--- config.mk ---
export PLATFORM = sky130hd
export DESIGN_NAME = bracket_aware_delimiter_split_flat
export DESIGN_NICKNAME = d
export VERILOG_FILES = /design/src/hw/rtl/bas_pkg.sv /design/src/hw/rtl/bas_stream_if.sv /design/src/hw/rtl/bracket_aware_delimiter_split.sv /design/src/hw/rtl/bas_cell.sv /design/src/hw/rtl/bas_skid.sv /design/src/flat_wrapper.sv
export SDC_FILE = /design/constraint.sdc
export NUM_CORES = 1
export LEC_CHECK = 0
export ABC_AREA = 1
export BUFFER_PORTS_ARGS = -buffer_cell sky130_fd_sc_hd__buf_2
export CAP_MARGIN = 20
export CORE_MARGIN = 8
export CORE_UTILIZATION = 42
export CTS_BUF_LIST = sky130_fd_sc_hd__clkbuf_8
export CTS_CLUSTER_SIZE = 20
export DETAILED_ROUTE_END_ITERATION = 12
export PLACE_DENSITY_LB_ADDON = 0.15
export SLEW_MARGIN = 0
export SYNTH_ARGS = -nofsm -noshare
export SYNTH_HDL_FRONTEND = slang
export SYNTH_SLANG_ARGS = --single-unit
export TNS_END_PERCENT = 100
--- constraint.sdc ---
create_clock -name i_clk -period 3.85 [get_ports i_clk]
set_input_delay 0.77 -clock i_clk [delete_from_list [all_inputs] [get_ports i_clk]]
set_output_delay 0.77 -clock i_clk [all_outputs]
set_load 0.005 [all_outputs]
--- src/hw/rtl/bas_pkg.sv ---
// ----------------------------------------------------------------------------
// bas_pkg
// Types and constants shared by the bracket-aware delimiter splitter.
// ----------------------------------------------------------------------------
package bas_pkg;

    // Opener codes held in the stack cells
    typedef enum logic [2:0] {
        CODE_SQUARE = 3'd0,
        CODE_ROUND  = 3'd1,
        CODE_CURLY  = 3'd2,
        CODE_DQUOTE = 3'd3,
        CODE_SQUOTE = 3'd4
    } t_code;

    // Per-cycle operation broadcast along the cell chain
    typedef enum logic [1:0] {
        OP_HOLD = 2'd0,
        OP_PUSH = 2'd1,
        OP_POP  = 2'd2
    } t_stack_op;

    // Characters of interest
    localparam logic [7:0] CH_LSQ    = 8'h5B; // [
    localparam logic [7:0] CH_LRND   = 8'h28; // (
    localparam logic [7:0] CH_LCRL   = 8'h7B; // {
    localparam logic [7:0] CH_RSQ    = 8'h5D; // ]
    localparam logic [7:0] CH_RRND   = 8'h29; // )
    localparam logic [7:0] CH_RCRL   = 8'h7D; // }
    localparam logic [7:0] CH_DQUOTE = 8'h22; // "
    localparam logic [7:0] CH_SQUOTE = 8'h27; // '
    localparam logic [7:0] CH_BSLASH = 8'h5C; // backslash
    localparam logic [7:0] CH_NUL    = 8'h00;

    localparam logic [7:0] DELIM_RESET = 8'd44; // comma

    typedef struct packed {
        logic [7:0] text_char;
        logic       end_of_list;
    } t_in_item;

    typedef struct packed {
        logic [7:0]  char_out;
        logic        piece_boundary;
        logic        mismatch;
        logic        overflow;
        logic [4:0]  nesting_depth;
        logic [15:0] char_index;
        logic        list_done;
    } t_out_item;

    typedef logic [7:0] t_cfg_item;

endpackage

--- src/hw/rtl/bas_stream_if.sv ---
// ----------------------------------------------------------------------------
// bas_stream_if
// Valid/ready request channel carrying one payload of type T.
// ----------------------------------------------------------------------------
interface bas_stream_if #(
    parameter type T = logic [7:0]
);
    logic valid;
    logic ready;
    T     payload;

    modport source (output valid, output payload, input ready);
    modport sink   (input valid, input payload, output ready);
endinterface

--- src/hw/rtl/bracket_aware_delimiter_split.sv ---
// ----------------------------------------------------------------------------
// bracket_aware_delimiter_split
// Splits a character stream at top-level delimiters while tracking nesting.
//
// One character is taken per request and one result request comes out per
// character, registered at the output; the block sustains one character per
// cycle, limited only by downstream ready. Nesting is held in a row of
// STACK_DEPTH cells that shift as a whole on push and pop, so the top of the
// stack is always cell 0 and no memory port sits in the path. Opening
// brackets push, quotes toggle (ignored right after a backslash), closing
// brackets pop on a matching opener or raise mismatch. A push against a full
// stack is dropped and raises overflow. A character equal to the delimiter
// register at depth zero, after the update, marks a piece boundary. The
// end-of-list character returns depth, previous character and index to their
// reset values; the delimiter is kept. The delimiter channel is always ready
// and should only be written while no character is in flight.
// ----------------------------------------------------------------------------
module bracket_aware_delimiter_split
    import bas_pkg::*;
#(
    parameter int STACK_DEPTH = 16
) (
    input  logic         i_clk,
    input  logic         i_rst_n,
    bas_stream_if.sink   i_cfg,
    bas_stream_if.sink   i_in,
    bas_stream_if.source o_out
);

    localparam int PW = $clog2(STACK_DEPTH + 1);

    // Control state
    logic [PW-1:0] r_ptr;
    logic [7:0]    r_prev;
    logic [15:0]   r_pos;
    logic [7:0]    r_delim;

    logic [PW-1:0] n_ptr;

    t_code         w_code [STACK_DEPTH];
    t_stack_op     w_op;
    t_stack_op     w_cell_op;
    t_code         w_push_code;
    logic          w_mis;
    logic          w_ovf;
    logic          w_accept;
    logic          w_skid_ready;
    logic          w_empty;
    logic          w_full;
    logic [PW+4:0] w_depth_ext;
    t_in_item      w_in;
    t_out_item     w_res;

    assign w_in     = i_in.payload;
    assign w_accept = i_in.valid && w_skid_ready;
    assign i_in.ready  = w_skid_ready;
    assign i_cfg.ready = 1'b1;

    assign w_empty = (r_ptr == '0);
    assign w_full  = (r_ptr == PW'(STACK_DEPTH));

    // Classify the character and pick the stack operation
    always_comb begin
        logic want_push;
        want_push   = 1'b0;
        w_op        = OP_HOLD;
        w_push_code = CODE_SQUARE;
        w_mis       = 1'b0;
        w_ovf       = 1'b0;
        case (w_in.text_char)
            CH_LSQ: begin
                want_push   = 1'b1;
                w_push_code = CODE_SQUARE;
            end
            CH_LRND: begin
                want_push   = 1'b1;
                w_push_code = CODE_ROUND;
            end
            CH_LCRL: begin
                want_push   = 1'b1;
                w_push_code = CODE_CURLY;
            end
            CH_DQUOTE: begin
                if (r_prev != CH_BSLASH) begin
                    if (!w_empty && w_code[0] == CODE_DQUOTE) begin
                        w_op = OP_POP;
                    end else begin
                        want_push   = 1'b1;
                        w_push_code = CODE_DQUOTE;
                    end
                end
            end
            CH_SQUOTE: begin
                if (r_prev != CH_BSLASH) begin
                    if (!w_empty && w_code[0] == CODE_SQUOTE) begin
                        w_op = OP_POP;
                    end else begin
                        want_push   = 1'b1;
                        w_push_code = CODE_SQUOTE;
                    end
                end
            end
            CH_RSQ: begin
                if (!w_empty && w_code[0] == CODE_SQUARE) w_op = OP_POP;
                else w_mis = 1'b1;
            end
            CH_RRND: begin
                if (!w_empty && w_code[0] == CODE_ROUND) w_op = OP_POP;
                else w_mis = 1'b1;
            end
            CH_RCRL: begin
                if (!w_empty && w_code[0] == CODE_CURLY) w_op = OP_POP;
                else w_mis = 1'b1;
            end
            default: begin
            end
        endcase
        // drop a push against a full stack
        if (want_push) begin
            if (w_full) w_ovf = 1'b1;
            else w_op = OP_PUSH;
        end
    end

    always_comb begin
        case (w_op)
            OP_PUSH: n_ptr = r_ptr + 1'b1;
            OP_POP:  n_ptr = r_ptr - 1'b1;
            default: n_ptr = r_ptr;
        endcase
    end

    assign w_cell_op = w_accept ? w_op : OP_HOLD;

    // Stack cells: cell 0 is the top, pushes shift the row downwards
    for (genvar k = 0; k < STACK_DEPTH; k++) begin : g_cell
        t_code w_above;
        t_code w_below;
        if (k == 0) begin : g_top
            assign w_above = w_push_code;
        end else begin : g_mid
            assign w_above = w_code[k-1];
        end
        if (k == STACK_DEPTH - 1) begin : g_last
            assign w_below = w_code[k];
        end else begin : g_inner
            assign w_below = w_code[k+1];
        end
        bas_cell u_cell (
            .i_clk   (i_clk),
            .i_op    (w_cell_op),
            .i_above (w_above),
            .i_below (w_below),
            .o_code  (w_code[k])
        );
    end

    // Depth is reported modulo 32
    assign w_depth_ext = {5'd0, n_ptr};

    always_comb begin
        w_res.char_out       = w_in.text_char;
        w_res.piece_boundary = (w_in.text_char == r_delim) && (n_ptr == '0);
        w_res.mismatch       = w_mis;
        w_res.overflow       = w_ovf;
        w_res.nesting_depth  = w_depth_ext[4:0];
        w_res.char_index     = r_pos;
        w_res.list_done      = w_in.end_of_list;
    end

    // Hold the delimiter; the user must write it only while idle, unchecked here
    always_ff @(posedge i_clk) begin
        if (!i_rst_n) begin
            r_delim <= DELIM_RESET;
        end else if (i_cfg.valid) begin
            r_delim <= i_cfg.payload;
        end
    end

    // Advance list state per accepted character; end of list clears it
    always_ff @(posedge i_clk) begin
        if (!i_rst_n) begin
            r_ptr  <= '0;
            r_prev <= CH_NUL;
            r_pos  <= '0;
        end else if (w_accept) begin
            if (w_in.end_of_list) begin
                r_ptr  <= '0;
                r_prev <= CH_NUL;
                r_pos  <= '0;
            end else begin
                r_ptr  <= n_ptr;
                r_prev <= w_in.text_char;
                if (r_pos != '1) r_pos <= r_pos + 1'b1;
            end
        end
    end

    bas_skid u_skid (
        .i_clk   (i_clk),
        .i_rst_n (i_rst_n),
        .i_valid (w_accept),
        .i_data  (w_res),
        .o_ready (w_skid_ready),
        .o_out   (o_out)
    );

    // ------------------------------------------------------------------------
    // Assertions
    // ------------------------------------------------------------------------
    a_ptr_bound: assert property (@(posedge i_clk) disable iff (!i_rst_n)
        r_ptr <= PW'(STACK_DEPTH))
        else $error("stack pointer beyond stack depth");

    a_list_clear: assert property (@(posedge i_clk) disable iff (!i_rst_n)
        (w_accept && w_in.end_of_list) |=> (r_ptr == '0 && r_pos == '0))
        else $error("list state not cleared after end of list");

    a_flags_excl: assert property (@(posedge i_clk) disable iff (!i_rst_n)
        o_out.valid |-> !(o_out.payload.mismatch && o_out.payload.overflow))
        else $error("mismatch and overflow raised together");

    a_boundary_top: assert property (@(posedge i_clk) disable iff (!i_rst_n)
        (o_out.valid && o_out.payload.piece_boundary) |->
            (o_out.payload.nesting_depth == 5'd0))
        else $error("piece boundary reported inside nesting");

endmodule

--- src/hw/rtl/bas_cell.sv ---
// ----------------------------------------------------------------------------
// bas_cell
// One stack slot: takes the code above on push, the code below on pop.
// ----------------------------------------------------------------------------
module bas_cell
    import bas_pkg::*;
(
    input  logic      i_clk,
    input  t_stack_op i_op,
    input  t_code     i_above,
    input  t_code     i_below,
    output t_code     o_code
);

    t_code r_code;
    t_code n_code;

    always_comb begin
        case (i_op)
            OP_PUSH: n_code = i_above;
            OP_POP:  n_code = i_below;
            default: n_code = r_code;
        endcase
    end

    always_ff @(posedge i_clk) begin
        r_code <= n_code;
    end

    assign o_code = r_code;

endmodule

--- src/hw/rtl/bas_skid.sv ---
// ----------------------------------------------------------------------------
// bas_skid
// Skid-buffered output: the producer runs one request a cycle until it fills.
// ----------------------------------------------------------------------------
module bas_skid
    import bas_pkg::*;
(
    input  logic          i_clk,
    input  logic          i_rst_n,
    input  logic          i_valid,
    input  t_out_item     i_data,
    output logic          o_ready,
    bas_stream_if.source  o_out
);

    logic      r_main_valid;
    logic      r_skid_valid;
    t_out_item r_main;
    t_out_item r_skid;
    logic      w_take;
    logic      w_drain;

    assign o_ready       = !r_skid_valid;
    assign w_take        = i_valid && !r_skid_valid;
    assign w_drain       = r_main_valid && o_out.ready;
    assign o_out.valid   = r_main_valid;
    assign o_out.payload = r_main;

    always_ff @(posedge i_clk) begin
        if (!i_rst_n) begin
            r_main_valid <= 1'b0;
            r_skid_valid <= 1'b0;
        end else if (!r_main_valid || w_drain) begin
            // advance: skid first, else the fresh request
            if (r_skid_valid) begin
                r_main_valid <= 1'b1;
                r_skid_valid <= 1'b0;
            end else begin
                r_main_valid <= w_take;
            end
        end else if (w_take) begin
            r_skid_valid <= 1'b1;
        end
    end

    always_ff @(posedge i_clk) begin
        if (!r_main_valid || w_drain) begin
            r_main <= r_skid_valid ? r_skid : i_data;
        end else if (w_take) begin
            r_skid <= i_data;
        end
    end

endmodule

--- src/flat_wrapper.sv ---
// flat-port wrapper written by rule: the top's interface ports become plain ports
module bracket_aware_delimiter_split_flat import bas_pkg::*;
#(
    parameter int STACK_DEPTH = 16
)
  (i_clk, i_rst_n, i_cfg_valid, i_cfg_payload, i_cfg_ready, i_in_valid, i_in_payload, i_in_ready, o_out_valid, o_out_payload, o_out_ready);
  bas_stream_if #(.T(t_cfg_item)) i_cfg_i ();
  bas_stream_if #(.T(t_in_item)) i_in_i ();
  bas_stream_if #(.T(t_out_item)) o_out_i ();
  input  logic i_clk;
  input  logic i_rst_n;
  input wire logic [$bits(i_cfg_i.valid)-1:0] i_cfg_valid;
  input wire logic [$bits(i_cfg_i.payload)-1:0] i_cfg_payload;
  output wire logic [$bits(i_cfg_i.ready)-1:0] i_cfg_ready;
  input wire logic [$bits(i_in_i.valid)-1:0] i_in_valid;
  input wire logic [$bits(i_in_i.payload)-1:0] i_in_payload;
  output wire logic [$bits(i_in_i.ready)-1:0] i_in_ready;
  output wire logic [$bits(o_out_i.valid)-1:0] o_out_valid;
  output wire logic [$bits(o_out_i.payload)-1:0] o_out_payload;
  input wire logic [$bits(o_out_i.ready)-1:0] o_out_ready;
  assign i_cfg_i.valid = i_cfg_valid;
  assign i_cfg_i.payload = i_cfg_payload;
  assign i_cfg_ready = i_cfg_i.ready;
  assign i_in_i.valid = i_in_valid;
  assign i_in_i.payload = i_in_payload;
  assign i_in_ready = i_in_i.ready;
  assign o_out_valid = o_out_i.valid;
  assign o_out_payload = o_out_i.payload;
  assign o_out_i.ready = o_out_ready;
  bracket_aware_delimiter_split #(.STACK_DEPTH(STACK_DEPTH)) u_core (.i_clk(i_clk), .i_rst_n(i_rst_n), .i_cfg(i_cfg_i), .i_in(i_in_i), .o_out(o_out_i));
endmodule
==> impl_metrics.sql <==
INSERT INTO impl_metrics (metric_group, metric, value, unit) VALUES
('clock_network', 'cts-root-buf', 'clkbuf_8', ''),
('synthesis', 'ys_types', '35', ''),
('sta', 'fin_crit', '3231', 'ps'),
('global_routing', 'grt_start_max_net_pins', '56', ''),
('synthesis', 'synthDominantCellAreaShare', '49.75', '%'),
('setup_path', 'crit-reg2reg-launch', 'u_core.r_ptr[0]', ''),
('setup_path', 'path_depth', '22', ''),
('clock_network', 'post_cts_resized', '0', ''),
('synthesis', 'synth-edff-count', '114', ''),
('setup_path', 'capturing_instance_or_port_of_the_critical_path', 'u_core.u_skid.o_out.payload[24]', ''),
('final_layout', 'syn2layout_area_growth', '14.44', '%'),
('setup_path', 'path_common_cell', 'inv_1', ''),
('sta', 'tightest_slew', '975.8', 'ps'),
('setup_path', 'cp-end-kind', 'flop', ''),
('min_path', 'hold_path.class', 'flop to flop', ''),
('floorplan', 'coreArea', '15940', 'um^2'),
('detailed_routing', 'via_per_inst', '4.897', ''),
('floorplan', 'design.die.area', '20730', 'um^2'),
('global_routing', 'overflow', '0', ''),
('synthesis', 'ys_seq_elements', '153', ''),
('setup_path', 'r2r_end', 'u_core.u_skid.o_out.payload[24]', ''),
('detailed_routing', 'detail_route.iter0.violations', '398', ''),
('clock_network', 'cts_max_path_buffers', '2', ''),
('synthesis', 'syn_area_per_cell', '9.323', 'um^2'),
('setup_path', 'crit_required', '4140', 'ps'),
('synthesis', 'ys.warnings.count', '0', ''),
('status', 'outcome', 'complete, no violations', ''),
('setup_path', 'worstSetupStartpoint', 'i_in_payload[8]', ''),
('placement', 'hpwl', '9.827', 'mm'),
('global_routing', 'number_of_antenna_violations_at_the_first_check_in_global_routing', '0', ''),
('synthesis', 'synth_nets', '768', ''),
('synthesis', 'async_flop_share', '0', '%'),
('synthesis', 'synth.top_cells.by_count', 'nand2_1, edfxtp_1, inv_1', ''),
('placement', 'pre_cts_ws', '200.1', 'ps'),
('clock_network', 'ctsHtreeMaxLevel', '4', ''),
('sta', 'max-slew-margin-rel', '34.88', '%'),
('floorplan', 'die_h', '144.0', 'um'),
('synthesis', 'synthDominantAreaCellType', 'edfxtp_1', ''),
('setup_path', 'critPathMaxStageDelay', '480', 'ps'),
('floorplan', 'initial_utilization', '43.16', '%'),
('final_layout', 'post-route-cell-area', '7874', 'um^2'),
('global_routing', 'grt_use_total', '14.54', '%'),
('power', 'pwr_density_cell', '424.3', 'nW/um^2'),
('synthesis', 'post_synth_instance_area', '6880', 'um^2'),
('detailed_routing', 'route.antenna.remaining_nets', '0', ''),
('setup_path', 'worstPathCellList', 'buf_2 > inv_1 > nand2_1 > nor2_2 > nand2_1 > a21oi_1 > inv_1 > nor2_1 > nor2_1 > inv_1 > ha_1 > inv_1 > fa_1 > inv_1 > nand2_1 > nand3_1 > nand2_1 > inv_1 > nand2_1 > nor2_1 > nand3_1 > a21oi_1', ''),
('sta', 'finalSetupViolations', '0', ''),
('power', 'static-leakage-power', '3.219', 'nW'),
('setup_path', 'timing.critical_path.arrival', '3520', 'ps'),
('setup_path', 'worst_path_max_delay_cell', 'fa_1', ''),
('sta', 'layout_worst_path_cycle_share', '83.91', '%'),
('detailed_routing', 'drt_pass_1_iters', '5', ''),
('flow_run', 'timing.max_cap.violations', '0', ''),
('final_layout', 'layout.nets', '830', ''),
('setup_path', 'setup.worst_path.class', 'primary input to flop', ''),
('detailed_routing', 'finalWirelength', '14.29', 'mm'),
('setup_path', 'r2r_slack', '790', 'ps'),
('detailed_routing', 'post-route-drc-count', '0', ''),
('floorplan', 'rows', '46', ''),
('setup_path', 'rr_worst_depth', '20', ''),
('final_layout', 'post-route-util', '49.39', '%'),
('placement', 'numPortBuffers', '56', ''),
('sta', 'rsz0062_at_grt', 'no', ''),
('sta', 'finalHoldViolations', '0', ''),
('clock_network', 'post_cts.repair.setup_buffers', '0', ''),
('clock_network', 'clkSlewWorstSetupHoldPaths', '80', 'ps'),
('detailed_routing', 'post_dr_wirelength_cell', '13.88', 'um'),
('synthesis', 'syn_inst', '738', ''),
('setup_path', 'critical_path.n_buffers_inverters', '7', ''),
('placement', 'globalplace.congestion', '0.8528', ''),
('power', 'ir_worst_vdd', '0.2526', 'mV');
==> worst register-to-register path: cells and delay by family (launching register included) <==
kind / cells / cell delay [ps]
AO/OA/AOI/OAI: 1 / 140
buffers and inverters: 4 / 390
flip-flops: 1 / 400
AND/OR/NAND/NOR: 13 / 1200
adder cells (fa/ha/maj): 2 / 770
==> layer usage <==
metal | wire length [um] | GRT usage [%]
met1 | 6758 | 19.78
met2 | 6488 | 21.99
met3 | 862 | 4.187
met4 | 178 | 4.427
met5 | 0 | 0
==> sequential cells by signal, summed over array words and instances, names as in the netlist <==
signal                       count
u_core.g_cell.u_cell.o_code     48
u_core.u_skid.r_skid            33
u_core.r_ptr                     5
u_core.r_prev                    8
u_core.u_skid.r_skid_valid       1
u_core.r_pos                    16
u_core.u_skid.o_out.payload     33
u_core.r_delim                   8
u_core.u_skid.o_out.valid        1
==> layout make-up <==
type | count | area [um^2]
inverter | 90 | 337.8
timing repair buffer | 67 | 379.1
multi-input combinational | 471 | 2223
sequential | 153 | 4205
fill | 1507 | 8069
clock inverter | 12 | 182.7
tap | 216 | 270.3
clock buffer | 20 | 275.3
==> cells in the final DEF (no fill, tap or decap), drive strengths merged <==
cell	instances
ha	7
or2	1
clkbuf	20
dfxtp	39
nand3	39
conb	1
a21oi	37
bufinv	5
nor4	1
nand4	8
xnor2	2
edfxtp	114
o22ai	1
buf	67
nand2	210
a211oi	1
xor2	4
clkinvlp	1
o21ai	84
inv	94
fa	1
nor3	9
nor2	62
a31oi	2
nand3b	1
clkinv	2
==> worst min path at each step <==
stage	cells past startpoint	from	slack, ps	to
floorplan	0	u_core.g_cell[14].u_cell.o_code[0]	430	u_core.g_cell[15].u_cell.o_code[0]
global placement	0	u_core.g_cell[14].u_cell.o_code[0]	440	u_core.g_cell[15].u_cell.o_code[0]
detailed placement	0	u_core.g_cell[14].u_cell.o_code[0]	450	u_core.g_cell[15].u_cell.o_code[0]
CTS	2	u_core.r_prev[5]	470	u_core.r_prev[5]
global route	0	u_core.g_cell[14].u_cell.o_code[1]	480	u_core.g_cell[15].u_cell.o_code[1]
finish	0	u_core.g_cell[14].u_cell.o_code[0]	470	u_core.g_cell[15].u_cell.o_code[0]
==> where the power goes <==
| group | total, mW | switching, mW | internal [mW] |
|---|---|---|---|
| logic | 0.151 | 0.102 | 0.0496 |
| registers | 1.82 | 0.0139 | 1.80 |
| clock network | 1.37 | 0.561 | 0.812 |
| total | 3.34 | 0.677 | 2.66 |
==> logic make-up (layout without fill, tap and decap cells) <==
group | Yosys count | in the layout | share of synthesized area (%)
flops | 153 | 153 | 61.10
compound gates | 125 | 125 | 9.456
other cells | 1 | 1 | 0.05450
xor+xnor | 6 | 6 | 0.7638
buf+inv | 114 | 189 | 6.619
simple gates | 331 | 331 | 20.44
fa+ha+maj | 8 | 8 | 1.564
==> stage by stage <==
step,power [mW],hold WS (ps)
after CTS,3.385,469.6
after global routing,3.472,480.5
final,3.341,468.4
after floorplan,1.934,426.8
after detailed placement,2.006,448.2
after global placement,2.005,438.5
Note: power is estimated with default switching activity, not from simulation.
